<file path="src/hdl/atmm_pkg.sv">
// Shared constants, types and register indexes for the ADC trimmed mean monitor.
package atmm_pkg;

    localparam int ADC_BITS    = 12;
    localparam int WINDOW      = 10;
    localparam int SLOT_W      = $clog2(WINDOW);
    localparam int TEMP_SLOTS  = 8;
    localparam int TRIM_SHIFT  = 3;
    localparam int SUM_W       = ADC_BITS + $clog2(WINDOW);
    localparam int AVG_W       = SUM_W - TRIM_SHIFT;
    localparam int TSUM_W      = ADC_BITS + $clog2(TEMP_SLOTS);
    localparam int VAL_W       = 16;
    localparam int ERR_W       = 12;
    localparam int MUL_W       = 17;
    localparam int PROD_W      = 2 * MUL_W;
    localparam int GAIN_FRAC   = 8;
    localparam int DIV5_SHIFT  = 18;
    localparam int TEMP_MAX    = 32767;
    localparam int TEMP_MIN    = -32768;
    localparam int TEMP_FLOOR  = 16;

    localparam logic [MUL_W-1:0] DIV5_RECIP = 17'd52429;
    localparam logic [VAL_W-1:0] SAT16      = 16'hFFFF;

    typedef logic [2:0] cfg_index_t;
    localparam cfg_index_t REG_CURRENT_GAIN  = 3'd0;
    localparam cfg_index_t REG_VOLTAGE_GAIN  = 3'd1;
    localparam cfg_index_t REG_TEMP_SLOPE    = 3'd2;
    localparam cfg_index_t REG_TEMP_OFFSET   = 3'd3;
    localparam cfg_index_t REG_CURRENT_FLOOR = 3'd4;
    localparam cfg_index_t REG_VOLTAGE_FLOOR = 3'd5;

    typedef logic [ADC_BITS-1:0] sample_t;
    typedef logic [SLOT_W-1:0]   slot_t;

    typedef struct packed {
        sample_t cur;
        sample_t bat;
        sample_t err;
        sample_t tmp;
    } ring_entry_t;

    typedef struct packed {
        logic clear;
        logic en;
        logic temp_en;
    } acc_ctrl_t;

    typedef struct packed {
        logic [AVG_W-1:0] avg_cur;
        logic [AVG_W-1:0] avg_bat;
        logic [AVG_W-1:0] avg_err;
        sample_t          tavg;
    } acc_result_t;

endpackage

</file>
<file path="src/hdl/atmm_ring.sv">
// Ten-slot sample ring: one write port, one read port indexed by the walk counter.
module atmm_ring (
    input  logic                  clk,
    input  logic                  rst_n,
    input  logic                  wr_en,
    input  atmm_pkg::slot_t       wr_slot,
    input  atmm_pkg::ring_entry_t wr_data,
    input  atmm_pkg::slot_t       rd_slot,
    output atmm_pkg::ring_entry_t rd_data
);
    import atmm_pkg::*;

    ring_entry_t ring_reg [WINDOW];

    always_ff @(posedge clk or negedge rst_n)
    begin
        if (!rst_n)
        begin
            for (int i = 0; i < WINDOW; i++)
            begin
                ring_reg[i] <= '0;
            end
        end
        else if (wr_en)
        begin
            ring_reg[wr_slot] <= wr_data;
        end
    end

    assign rd_data = ring_reg[rd_slot];

endmodule

</file>
<file path="src/hdl/atmm_accum.sv">
// Per-channel sums while the ring is walked; min and max but not for temp.
module atmm_accum (
    input  logic                  clk,
    input  logic                  rst_n,
    input  atmm_pkg::acc_ctrl_t   ctrl,
    input  atmm_pkg::ring_entry_t entry,
    output atmm_pkg::acc_result_t result
);
    import atmm_pkg::*;

    logic [SUM_W-1:0]  sum_reg [3];
    sample_t           min_reg [3];
    sample_t           max_reg [3];
    logic [TSUM_W-1:0] tsum_reg;
    sample_t           chan [3];
    logic [SUM_W-1:0]  trim [3];

    assign chan[0] = entry.cur;
    assign chan[1] = entry.bat;
    assign chan[2] = entry.err;

    always_ff @(posedge clk or negedge rst_n)
    begin
        if (!rst_n)
        begin
            for (int c = 0; c < 3; c++)
            begin
                sum_reg[c] <= '0;
                min_reg[c] <= '1;
                max_reg[c] <= '0;
            end
            tsum_reg <= '0;
        end
        else if (ctrl.clear)
        begin
            for (int c = 0; c < 3; c++)
            begin
                sum_reg[c] <= '0;
                min_reg[c] <= '1;
                max_reg[c] <= '0;
            end
            tsum_reg <= '0;
        end
        else if (ctrl.en)
        begin
            for (int c = 0; c < 3; c++)
            begin
                sum_reg[c] <= sum_reg[c] + SUM_W'(chan[c]);
                if (chan[c] < min_reg[c])
                begin
                    min_reg[c] <= chan[c];
                end
                if (chan[c] > max_reg[c])
                begin
                    max_reg[c] <= chan[c];
                end
            end
            if (ctrl.temp_en)
            begin
                tsum_reg <= tsum_reg + TSUM_W'(entry.tmp);
            end
        end
    end

    // after a full walk the sum covers its own min and max, so no underflow
    always_comb
    begin
        for (int c = 0; c < 3; c++)
        begin
            trim[c] = sum_reg[c] - SUM_W'(min_reg[c]) - SUM_W'(max_reg[c]);
        end
    end

    assign result.avg_cur = trim[0][SUM_W-1:TRIM_SHIFT];
    assign result.avg_bat = trim[1][SUM_W-1:TRIM_SHIFT];
    assign result.avg_err = trim[2][SUM_W-1:TRIM_SHIFT];
    assign result.tavg    = tsum_reg[TSUM_W-1:$clog2(TEMP_SLOTS)];

endmodule

</file>
<file path="src/hdl/atmm_mul.sv">
// Shared signed multiplier with a registered product.
module atmm_mul (
    input  logic                                 clk,
    input  logic signed [atmm_pkg::MUL_W-1:0]    a,
    input  logic signed [atmm_pkg::MUL_W-1:0]    b,
    output logic signed [atmm_pkg::PROD_W-1:0]   prod
);
    import atmm_pkg::*;

    logic signed [PROD_W-1:0] prod_reg;

    always_ff @(posedge clk)
    begin
        prod_reg <= a * b;
    end

    assign prod = prod_reg;

endmodule

</file>
<file path="src/hdl/adc_trimmed_mean_monitor.sv">
// Each accepted request walks the sample ring, then passes through the single shared
// multiplier and an output load; sample_stall stays high until the block returns to idle,
// so a new request is taken only after the last one is loaded into the output register.
// A finished result may wait in the output register while the next request runs.
// Reset (async, active low) zeroes the ring and write slot, loads register
// defaults and drops result_valid.
module adc_trimmed_mean_monitor (
    input  logic                           clk,
    input  logic                           rst_n,
    input  logic                           sample_valid,
    output logic                           sample_stall,
    input  logic [atmm_pkg::ADC_BITS-1:0]  sample_current,
    input  logic [atmm_pkg::ADC_BITS-1:0]  sample_battery,
    input  logic [atmm_pkg::ADC_BITS-1:0]  sample_error,
    input  logic [atmm_pkg::ADC_BITS-1:0]  sample_temp,
    output logic                           result_valid,
    input  logic                           result_stall,
    output logic [15:0]                    current_value,
    output logic [15:0]                    battery_voltage,
    output logic [11:0]                    error_voltage,
    output logic signed [15:0]             temperature,
    input  logic                           cfg_valid,
    output logic                           cfg_ready,
    input  atmm_pkg::cfg_index_t           cfg_index,
    input  logic [15:0]                    cfg_data
);
    import atmm_pkg::*;

    typedef enum logic [1:0] {ST_IDLE, ST_WALK, ST_MUL, ST_HOLD} state_t;

    state_t state_reg, state_next;
    slot_t  wslot_reg, wslot_next;
    slot_t  rslot_reg, rslot_next;
    logic [2:0] step_reg, step_next;

    logic [VAL_W-1:0] current_gain_reg, voltage_gain_reg;
    logic [VAL_W-1:0] temp_slope_reg, temp_offset_reg;
    logic [VAL_W-1:0] current_floor_reg, voltage_floor_reg;

    logic [VAL_W-1:0] cur_reg, cur_next;
    logic [VAL_W-1:0] bat_reg, bat_next;
    logic [VAL_W-1:0] errs_reg, errs_next;
    logic [ERR_W-1:0] err_reg, err_next;
    logic [VAL_W-1:0] tmp_reg, tmp_next;

    logic             rvalid_reg, rvalid_next;
    logic [VAL_W-1:0] ocur_reg, ocur_next;
    logic [VAL_W-1:0] obat_reg, obat_next;
    logic [ERR_W-1:0] oerr_reg, oerr_next;
    logic [VAL_W-1:0] otmp_reg, otmp_next;

    logic        accept;
    ring_entry_t wr_data, rd_data;
    acc_ctrl_t   acc_ctrl;
    acc_result_t acc;

    logic signed [MUL_W-1:0]  mul_a, mul_b;
    logic signed [PROD_W-1:0] prod;

    logic [VAL_W-1:0]         scaled;
    logic signed [PROD_W-1:0] tv;
    logic signed [PROD_W-9:0] tq;
    logic signed [VAL_W-1:0]  tsat;
    logic [ERR_W-1:0]         err_q;

    assign accept       = sample_valid && (state_reg == ST_IDLE);
    assign sample_stall = (state_reg != ST_IDLE);
    assign cfg_ready    = 1'b1;

    assign wr_data.cur = sample_current;
    assign wr_data.bat = sample_battery;
    assign wr_data.err = sample_error;
    assign wr_data.tmp = sample_temp;

    assign acc_ctrl.clear   = accept;
    assign acc_ctrl.en      = (state_reg == ST_WALK);
    assign acc_ctrl.temp_en = (32'(rslot_reg) < TEMP_SLOTS);

    atmm_ring u_ring (
        .clk     (clk),
        .rst_n   (rst_n),
        .wr_en   (accept),
        .wr_slot (wslot_reg),
        .wr_data (wr_data),
        .rd_slot (rslot_reg),
        .rd_data (rd_data)
    );

    atmm_accum u_accum (
        .clk    (clk),
        .rst_n  (rst_n),
        .ctrl   (acc_ctrl),
        .entry  (rd_data),
        .result (acc)
    );

    atmm_mul u_mul (
        .clk  (clk),
        .a    (mul_a),
        .b    (mul_b),
        .prod (prod)
    );

    // operand select for the shared multiplier
    always_comb
    begin
        mul_a = '0;
        mul_b = '0;
        case (step_reg)
            3'd0:
            begin
                mul_a = {{(MUL_W-AVG_W){1'b0}}, acc.avg_cur};
                mul_b = {1'b0, current_gain_reg};
            end
            3'd1:
            begin
                mul_a = {{(MUL_W-AVG_W){1'b0}}, acc.avg_bat};
                mul_b = {1'b0, voltage_gain_reg};
            end
            3'd2:
            begin
                mul_a = {{(MUL_W-AVG_W){1'b0}}, acc.avg_err};
                mul_b = {1'b0, voltage_gain_reg};
            end
            3'd3:
            begin
                mul_a = {temp_slope_reg[VAL_W-1], temp_slope_reg};
                mul_b = {{(MUL_W-ADC_BITS){1'b0}}, acc.tavg};
            end
            3'd4:
            begin
                // x/20 = (x>>2)/5, the /5 by reciprocal
                mul_a = {3'b000, errs_reg[VAL_W-1:2]};
                mul_b = DIV5_RECIP;
            end
            default:
            begin
                mul_a = '0;
                mul_b = '0;
            end
        endcase
    end

    // post-processing of the previous product
    always_comb
    begin
        if (|prod[PROD_W-1:VAL_W+GAIN_FRAC])
        begin
            scaled = SAT16;
        end
        else
        begin
            scaled = prod[VAL_W+GAIN_FRAC-1:GAIN_FRAC];
        end

        tv = prod + {{(PROD_W-VAL_W-8){temp_offset_reg[VAL_W-1]}}, temp_offset_reg, 8'h00};
        tq = tv[PROD_W-1:8];
        if (tq > TEMP_MAX)
        begin
            tsat = 16'sh7FFF;
        end
        else if (tq < TEMP_MIN)
        begin
            tsat = 16'sh8000;
        end
        else
        begin
            tsat = tq[VAL_W-1:0];
        end

        err_q = prod[DIV5_SHIFT +: ERR_W];
    end

    always_comb
    begin
        state_next  = state_reg;
        wslot_next  = wslot_reg;
        rslot_next  = rslot_reg;
        step_next   = step_reg;
        cur_next    = cur_reg;
        bat_next    = bat_reg;
        errs_next   = errs_reg;
        err_next    = err_reg;
        tmp_next    = tmp_reg;
        rvalid_next = rvalid_reg && result_stall;
        ocur_next   = ocur_reg;
        obat_next   = obat_reg;
        oerr_next   = oerr_reg;
        otmp_next   = otmp_reg;

        case (state_reg)
            ST_IDLE:
            begin
                if (accept)
                begin
                    if (32'(wslot_reg) >= WINDOW - 1)
                    begin
                        wslot_next = '0;
                    end
                    else
                    begin
                        wslot_next = wslot_reg + 1'b1;
                    end
                    rslot_next = '0;
                    state_next = ST_WALK;
                end
            end
            ST_WALK:
            begin
                if (32'(rslot_reg) == WINDOW - 1)
                begin
                    rslot_next = '0;
                    step_next  = '0;
                    state_next = ST_MUL;
                end
                else
                begin
                    rslot_next = rslot_reg + 1'b1;
                end
            end
            ST_MUL:
            begin
                step_next = step_reg + 1'b1;
                case (step_reg)
                    3'd1:
                    begin
                        cur_next = (scaled < current_floor_reg) ? '0 : scaled;
                    end
                    3'd2:
                    begin
                        bat_next = (scaled <= voltage_floor_reg) ? '0 : scaled;
                    end
                    3'd3:
                    begin
                        errs_next = scaled;
                    end
                    3'd4:
                    begin
                        tmp_next = (tsat <= TEMP_FLOOR) ? '0 : tsat;
                    end
                    3'd5:
                    begin
                        err_next   = ({4'b0000, err_q} <= voltage_floor_reg) ? '0 : err_q;
                        step_next  = '0;
                        state_next = ST_HOLD;
                    end
                    default:
                    begin
                    end
                endcase
            end
            ST_HOLD:
            begin
                if (!rvalid_reg || !result_stall)
                begin
                    rvalid_next = 1'b1;
                    ocur_next   = cur_reg;
                    obat_next   = bat_reg;
                    oerr_next   = err_reg;
                    otmp_next   = tmp_reg;
                    state_next  = ST_IDLE;
                end
            end
            default:
            begin
                state_next = ST_IDLE;
            end
        endcase
    end

    always_ff @(posedge clk or negedge rst_n)
    begin
        if (!rst_n)
        begin
            state_reg         <= ST_IDLE;
            wslot_reg         <= '0;
            rslot_reg         <= '0;
            step_reg          <= '0;
            rvalid_reg        <= 1'b0;
            cur_reg           <= '0;
            bat_reg           <= '0;
            errs_reg          <= '0;
            err_reg           <= '0;
            tmp_reg           <= '0;
            ocur_reg          <= '0;
            obat_reg          <= '0;
            oerr_reg          <= '0;
            otmp_reg          <= '0;
            current_gain_reg  <= 16'd256;
            voltage_gain_reg  <= 16'd256;
            temp_slope_reg    <= 16'd4096;
            temp_offset_reg   <= 16'd0;
            current_floor_reg <= 16'd10;
            voltage_floor_reg <= 16'd10;
        end
        else
        begin
            state_reg  <= state_next;
            wslot_reg  <= wslot_next;
            rslot_reg  <= rslot_next;
            step_reg   <= step_next;
            rvalid_reg <= rvalid_next;
            cur_reg    <= cur_next;
            bat_reg    <= bat_next;
            errs_reg   <= errs_next;
            err_reg    <= err_next;
            tmp_reg    <= tmp_next;
            ocur_reg   <= ocur_next;
            obat_reg   <= obat_next;
            oerr_reg   <= oerr_next;
            otmp_reg   <= otmp_next;
            if (cfg_valid)
            begin
                case (cfg_index)
                    REG_CURRENT_GAIN:  current_gain_reg  <= cfg_data;
                    REG_VOLTAGE_GAIN:  voltage_gain_reg  <= cfg_data;
                    REG_TEMP_SLOPE:    temp_slope_reg    <= cfg_data;
                    REG_TEMP_OFFSET:   temp_offset_reg   <= cfg_data;
                    REG_CURRENT_FLOOR: current_floor_reg <= cfg_data;
                    REG_VOLTAGE_FLOOR: voltage_floor_reg <= cfg_data;
                    default:
                    begin
                    end
                endcase
            end
        end
    end

    assign result_valid    = rvalid_reg;
    assign current_value   = ocur_reg;
    assign battery_voltage = obat_reg;
    assign error_voltage   = oerr_reg;
    assign temperature     = otmp_reg;

endmodule

</file>
<file path="config.mk">
export PLATFORM = sky130hd
export DESIGN_NAME = adc_trimmed_mean_monitor
export DESIGN_NICKNAME = d
export VERILOG_FILES = /design/src/hdl/atmm_pkg.sv /design/src/hdl/atmm_ring.sv /design/src/hdl/atmm_accum.sv /design/src/hdl/atmm_mul.sv /design/src/hdl/adc_trimmed_mean_monitor.sv
export SDC_FILE = /design/constraint.sdc
export NUM_CORES = 2
export LEC_CHECK = 0
export BUFFER_PORTS_ARGS = -buffer_cell sky130_fd_sc_hd__buf_2
export CAP_MARGIN = 40
export CORE_MARGIN = 2
export CORE_UTILIZATION = 64
export CTS_CLUSTER_DIAMETER = 100
export CTS_CLUSTER_SIZE = 40
export DETAILED_ROUTE_END_ITERATION = 8
export PLACE_DENSITY_LB_ADDON = 0.1
export REMOVE_ABC_BUFFERS = 1
export SYNTH_ARGS = -nofsm -noshare
export SYNTH_HDL_FRONTEND = slang
export SYNTH_SLANG_ARGS = --single-unit
</file>
<file path="constraint.sdc">
create_clock -name clk -period 10.6 [get_ports clk]
set_input_delay 1.59 -clock clk [delete_from_list [all_inputs] [get_ports clk]]
set_output_delay 1.59 -clock clk [all_outputs]
set_load 0.02 [all_outputs]
</file>
== Word-level counts from Yosys, hierarchy flattened ==
Index checks and enable logic that the tools add are counted.

* $add $sub $neg: 14
* Multiply operators: 1
* Div/mod/pow operators: 0
* Order comparisons: 17
* Equality and inequality tests: 18
* Shift-type cells: 0
* Mux-type cells: 44
* Bitwise gates (word level): 2
* Reduce and logical (&&, ||, !) cells: 45

{| class="wikitable"
|+ Operator list
! cell !! number
|-
| $bwmux W480 || 1
|-
| $mux W48 || 5
|-
| $bmux W48 S4 || 1
|-
| $demux W48 S4 || 1
|-
| $mux W36 || 4
|-
| $mux W16 || 6
|-
| $sub A16 B12 Y16 || 6
|-
| $pmux W17 S5 || 1
|-
| $mux W12 || 7
|-
| $pmux W16 S4 || 1
|-
| $add A16 B12 Y16 || 3
|-
| $mux W15 || 3
|-
| $reduce_and A2 Y1 || 22
|-
| $gt A12 B12 Y1 || 3
|-
| $lt A12 B12 Y1 || 3
|-
| $add A34 B34 Y34 || 1
|-
| $mul A17 B17 Y34 || 1
|-
| $gt A26 B16 Y1 const B || 1
|-
| $lt A26 B16 Y1 const B || 1
|-
| $reduce_bool A2 Y1 || 11
|-
| $le A12 B16 Y1 || 1
|-
| $le A16 B16 Y1 || 1
|-
| $le A16 B6 Y1 const B || 1
|-
| $lt A16 B16 Y1 || 1
|-
| 31 further kinds || 55
|}

* Register bits: 895
* Bits in latches: 0
* RAM bits: 0
* ROM bits: 0
* Output and inout port bits: 63
* Logic and storage cells: 212
* Memories: 0

== Depth between registers and ports, before layout ==
* Word-level depth: 8
* Depth in mapped cells: 34
* Gate-level depth less buffers: 33

== Modules after synthesis ==
Synthesis repeated with hierarchy kept, for this count alone.

* Cells, all modules: 5223
* Area total of the unflattened synthesis: 58896.5 um^2

{| class="wikitable"
|+ Modules (own cells, without submodules)
! module !! instances !! cells each !! area each (um^2) !! sequential area each (um^2)
|-
| atmm_ring || 1 || 1514 || 22235.1 || 12011.5
|-
| adc_trimmed_mean_monitor || 1 || 1161 || 12715.9 || 6114.6
|-
| atmm_accum || 1 || 1291 || 12126.6 || 3423.3
|-
| atmm_mul || 1 || 1257 || 11818.8 || 680.7
|}

== Least setup slack after synthesis ==
Ideal clock, no wire load.

* Path kind: reg-to-reg
* Start: reg u_accum.min_reg[19] (netlist name)
* End: reg u_mul.prod_reg[32], in the netlist u_mul.prod[32]
* Setup time: 0.072 ns
* Data arrival time: 8.213 ns
* Slack: 2.315 ns
* Cell stages (with the launch flop): 34
* Clock period less this slack: 8.285 ns
* Path through: dfstp_2 inv_1 fa_1 ha_1 a21o_1 a2111o_1 nand2_1 o31ai_1 a21oi_2 xnor2_1 a222oi_1 o221ai_2 buf_4 and2_1 fa_1 inv_1 fa_1 fa_1 fa_1 inv_1 fa_1 inv_1 fa_1 inv_1 ha_1 nand3_1 o221a_2 o31ai_1 nand4_1 a211oi_1 a21o_1 o21ai_0 o21ai_0 xnor2_1

* Cells in the longest elaborated chain, start to end: 4

{| class="wikitable"
|+ RTL lines
! what !! line !! source
|-
| from (decl) || atmm_accum.sv:12 || <nowiki>sample_t min_reg [3];</nowiki>
|-
| from (signal, indexed assignment) || atmm_accum.sv:51 || <nowiki>min_reg[c] <= chan[c];</nowiki>
|-
| $sub A16 B12 Y16 (2 in series) || atmm_accum.sv:70 || <nowiki>trim[c] = sum_reg[c] - SUM_W'(min_reg[c]) - SUM_W'(max_reg[c]);</nowiki>
|-
| $pmux W17 S5 || adc_trimmed_mean_monitor.sv:109 || <nowiki>case (step_reg)</nowiki>
|-
| $mul A17 B17 Y34 || atmm_mul.sv:14 || <nowiki>prod_reg <= a * b;</nowiki>
|-
| to (signal assigned) || atmm_mul.sv:14 ||
|-
| to (decl) || atmm_mul.sv:10 || <nowiki>logic signed [PROD_W-1:0] prod_reg;</nowiki>
|}

No other way between the ends.
A chain may end at the register's enable or synchronous reset.

== Worst setup path in the final report ==
* Start: reg u_accum.min_reg[0] (netlist name)
* End: reg u_mul.prod_reg[29], in the netlist u_mul.prod[29]

The elaborated chain is that of the path after synthesis.

==> impl_metrics.yaml <==
worst_hold_path:
  hold_end: "tmp_reg[15]"
  hold_depth: 1
  min_from: "tmp_reg[15]"
  hp-class: "flop to flop"
finish:
  final_common_cell: "dfrtp_1"
  area_growth_pct: 5.68
  drive_gt1_frac: 0.218
  fin_nets: 5674
  layout_common_cells: "813 x dfrtp_1, 621 x mux2_2, 531 x inv_1"
  multi_input_area_um2: 31400
  seq_area_um2: 22100
  n_fill_cell: 6601
  largest_reg_flops: 480
sta:
  worst_clock_skew_ps: 48.4
  max_freq_ghz: 0.106
  fin_crit_ps: 9410
  max_slew_margin: 0.233
  tightest_slew_ps: 1150
  finalSetupViolations: 0
  report.final.slew_viol_count: 0
  hold_viol: 0
  finalSetupTns_ps: 0
  period_share: 0.887
  grt_setup_unrepaired: "no"
logic_synthesis:
  synth.cell_area_um2: 56400
  synth-edff-count: 0
  synth_xor_area_frac: 0.0177
  yosysWarnings: 0
  ys_ff_latch: 885
  syn_avg_cell_area_um2: 11.3
  yosys.area_share.simple: 0.0766
  ys_seq_area_frac: 0.391
  synth.area.mux_share: 0.189
  synth_compound_area_frac: 0.0910
  ys.flop_type: "dfrtp_1"
  synthAdderAreaFrac: 0.179
  synth_top_family_by_area: "multiplexers"
  synthCells: 5004
  synth-async-reset-ratio: 0.971
  synth_area_leader_cell: "dfrtp_1"
  synthTopCellsByArea: "dfrtp_1 36%, mux2_2 12%, fa_1 11%"
  yosys.area.top_type_share: 0.362
  ys_types: 87
global_route:
  antenna_found_initial: 2
  grt_max_degree: 181
  grt_pass1_vias: 39000
  grt_use_total: 0.308
  grt_pass1_wl_um: 220000
  grt_overflow: 0
setup_path:
  cp_common_cell: "fa_1"
  criticalPathCategory: "flop to flop"
  slowest_stage: "nor3_4"
  cp_max_fo: 23
  worstSetupStartpointType: "flop"
  cpPeakStageDelay_ps: 690
  cp_data_required_time_ps: 11230
  reg2reg_slack_ps: 1190
  cp_data_arrival_time_ps: 10040
  endpoint_kind: "flop"
  r2r-start: "u_accum.min_reg[0]"
  r2r_end: "u_mul.prod[29]"
  ff2ff_path_depth: 32
clock_network:
  cts_tree: "built"
  post_cts_resized: 0
  cts.clk_slew.worst_paths_ps: 130
  worstSkewPairLatency_ps: 720
  cts_htree_levels: 1
  cts_num_sinks: 885
  hold_buffers: 0
  cts_buffers: 31
  clock_path_buffers: 3
  root_buffer: "clkbuf_16"
  post_cts_buffers: 0
floorplan:
  core_area_um2: 87000
  die_area_um2: 90500
  die_h_um: 301
  num_rows: 108
  initial_core_util: 0.648
  io_pins: 135
  die_w_um: 301
routing:
  drc: 0
  ant_nets: 0
  wl_per_cell_um: 22.3
  wirelength_um: 137000
  drtIter0Drc: 3229
  num_vias: 38100
  viasPerCell: 6.18
  drtPass1Iterations: 6
placement:
  hpwl_um: 98100
  io_buffers: 133
  finalWeightedCongestion: 0.940
run_status:
  status: "complete, no violations"
run:
  drv_cap: 0
==> area by class of cell <==
cell class	instances	area share
diodes	1	0.0000420
well taps	1155	0.0242
clock inverters	15	0.00514
multi-input cells	3306	0.526
clock buffers	43	0.0139
repair buffers	220	0.0265
flip-flops and latches	885	0.370
inverters	532	0.0335
==> per-layer routing <==
layer / up-vias / global-route usage / part of all wire
li1: 17300 / - / -
met1: 19500 / 0.435 / 0.43
met2: 1115 / 0.503 / 0.47
met3: 217 / 0.0392 / 0.059
met4: 2 / 0.0930 / 0.034
met5: - / 0 / 0.000095
==> logic make-up after synthesis <==
family	Yosys count
compound gates	759
simple gates	940
mux	866
buf+inv	813
xor+xnor	114
fa+ha+maj	626
other cells	1
flops	885
==> worst max-delay path: cells and delay by family (launching register included) <==
kind	cells	cell delay, ps
AO/OA/AOI/OAI	11	2850
XOR/XNOR	1	120
adder cells (fa/ha/maj)	9	4040
buffers and inverters	5	270
flip-flops	1	540
AND/OR/NAND/NOR	6	1490
==> worst max path at each step <==
stage | cells after the start | end | startpoint | slack (ps)
floorplan | 13 | u_accum.max_reg[12] | rslot_reg[0] | 1800
global placement | 31 | u_mul.prod[32] | u_accum.min_reg[19] | 1480
detailed placement | 32 | u_mul.prod[29] | u_accum.min_reg[0] | 1300
CTS | 32 | u_mul.prod[29] | u_accum.min_reg[0] | 1220
global route | 32 | u_mul.prod[29] | u_accum.min_reg[0] | 660
finish | 32 | u_mul.prod[29] | u_accum.min_reg[0] | 1190
==> cells in the mapped netlist (all sizes together), types with 43 or more instances <==
cell    count
dfrtp     816
mux2      621
inv       532
ha        321
nor2      306
fa        305
nand2     271
clkbuf    170
a21oi     152
mux2i     149
o21ai     133
buf       111
nor3      106
mux4       96
xnor2      79
a21o       77
nand3      59
a31oi      53
o22ai      50
dfstp      43
==> per-stage QoR <==
stage                     setup WS (ps)  utilization  hold WS, ps  area [µm²]  cells
final                              1190        0.685          501       59600   6157
after global routing                665        0.685          505       59600   6156
after CTS                          1220        0.685          503       59600   6155
after detailed placement           1300        0.672          472       58500   6097
after global placement             1480        0.668          471       58100   6079
after floorplan                    1800            -          447       55300   4723
Power is left out: the tool's default activity adds up to more than one toggle a clock period on the data nets, which glitch-free logic cannot reach.
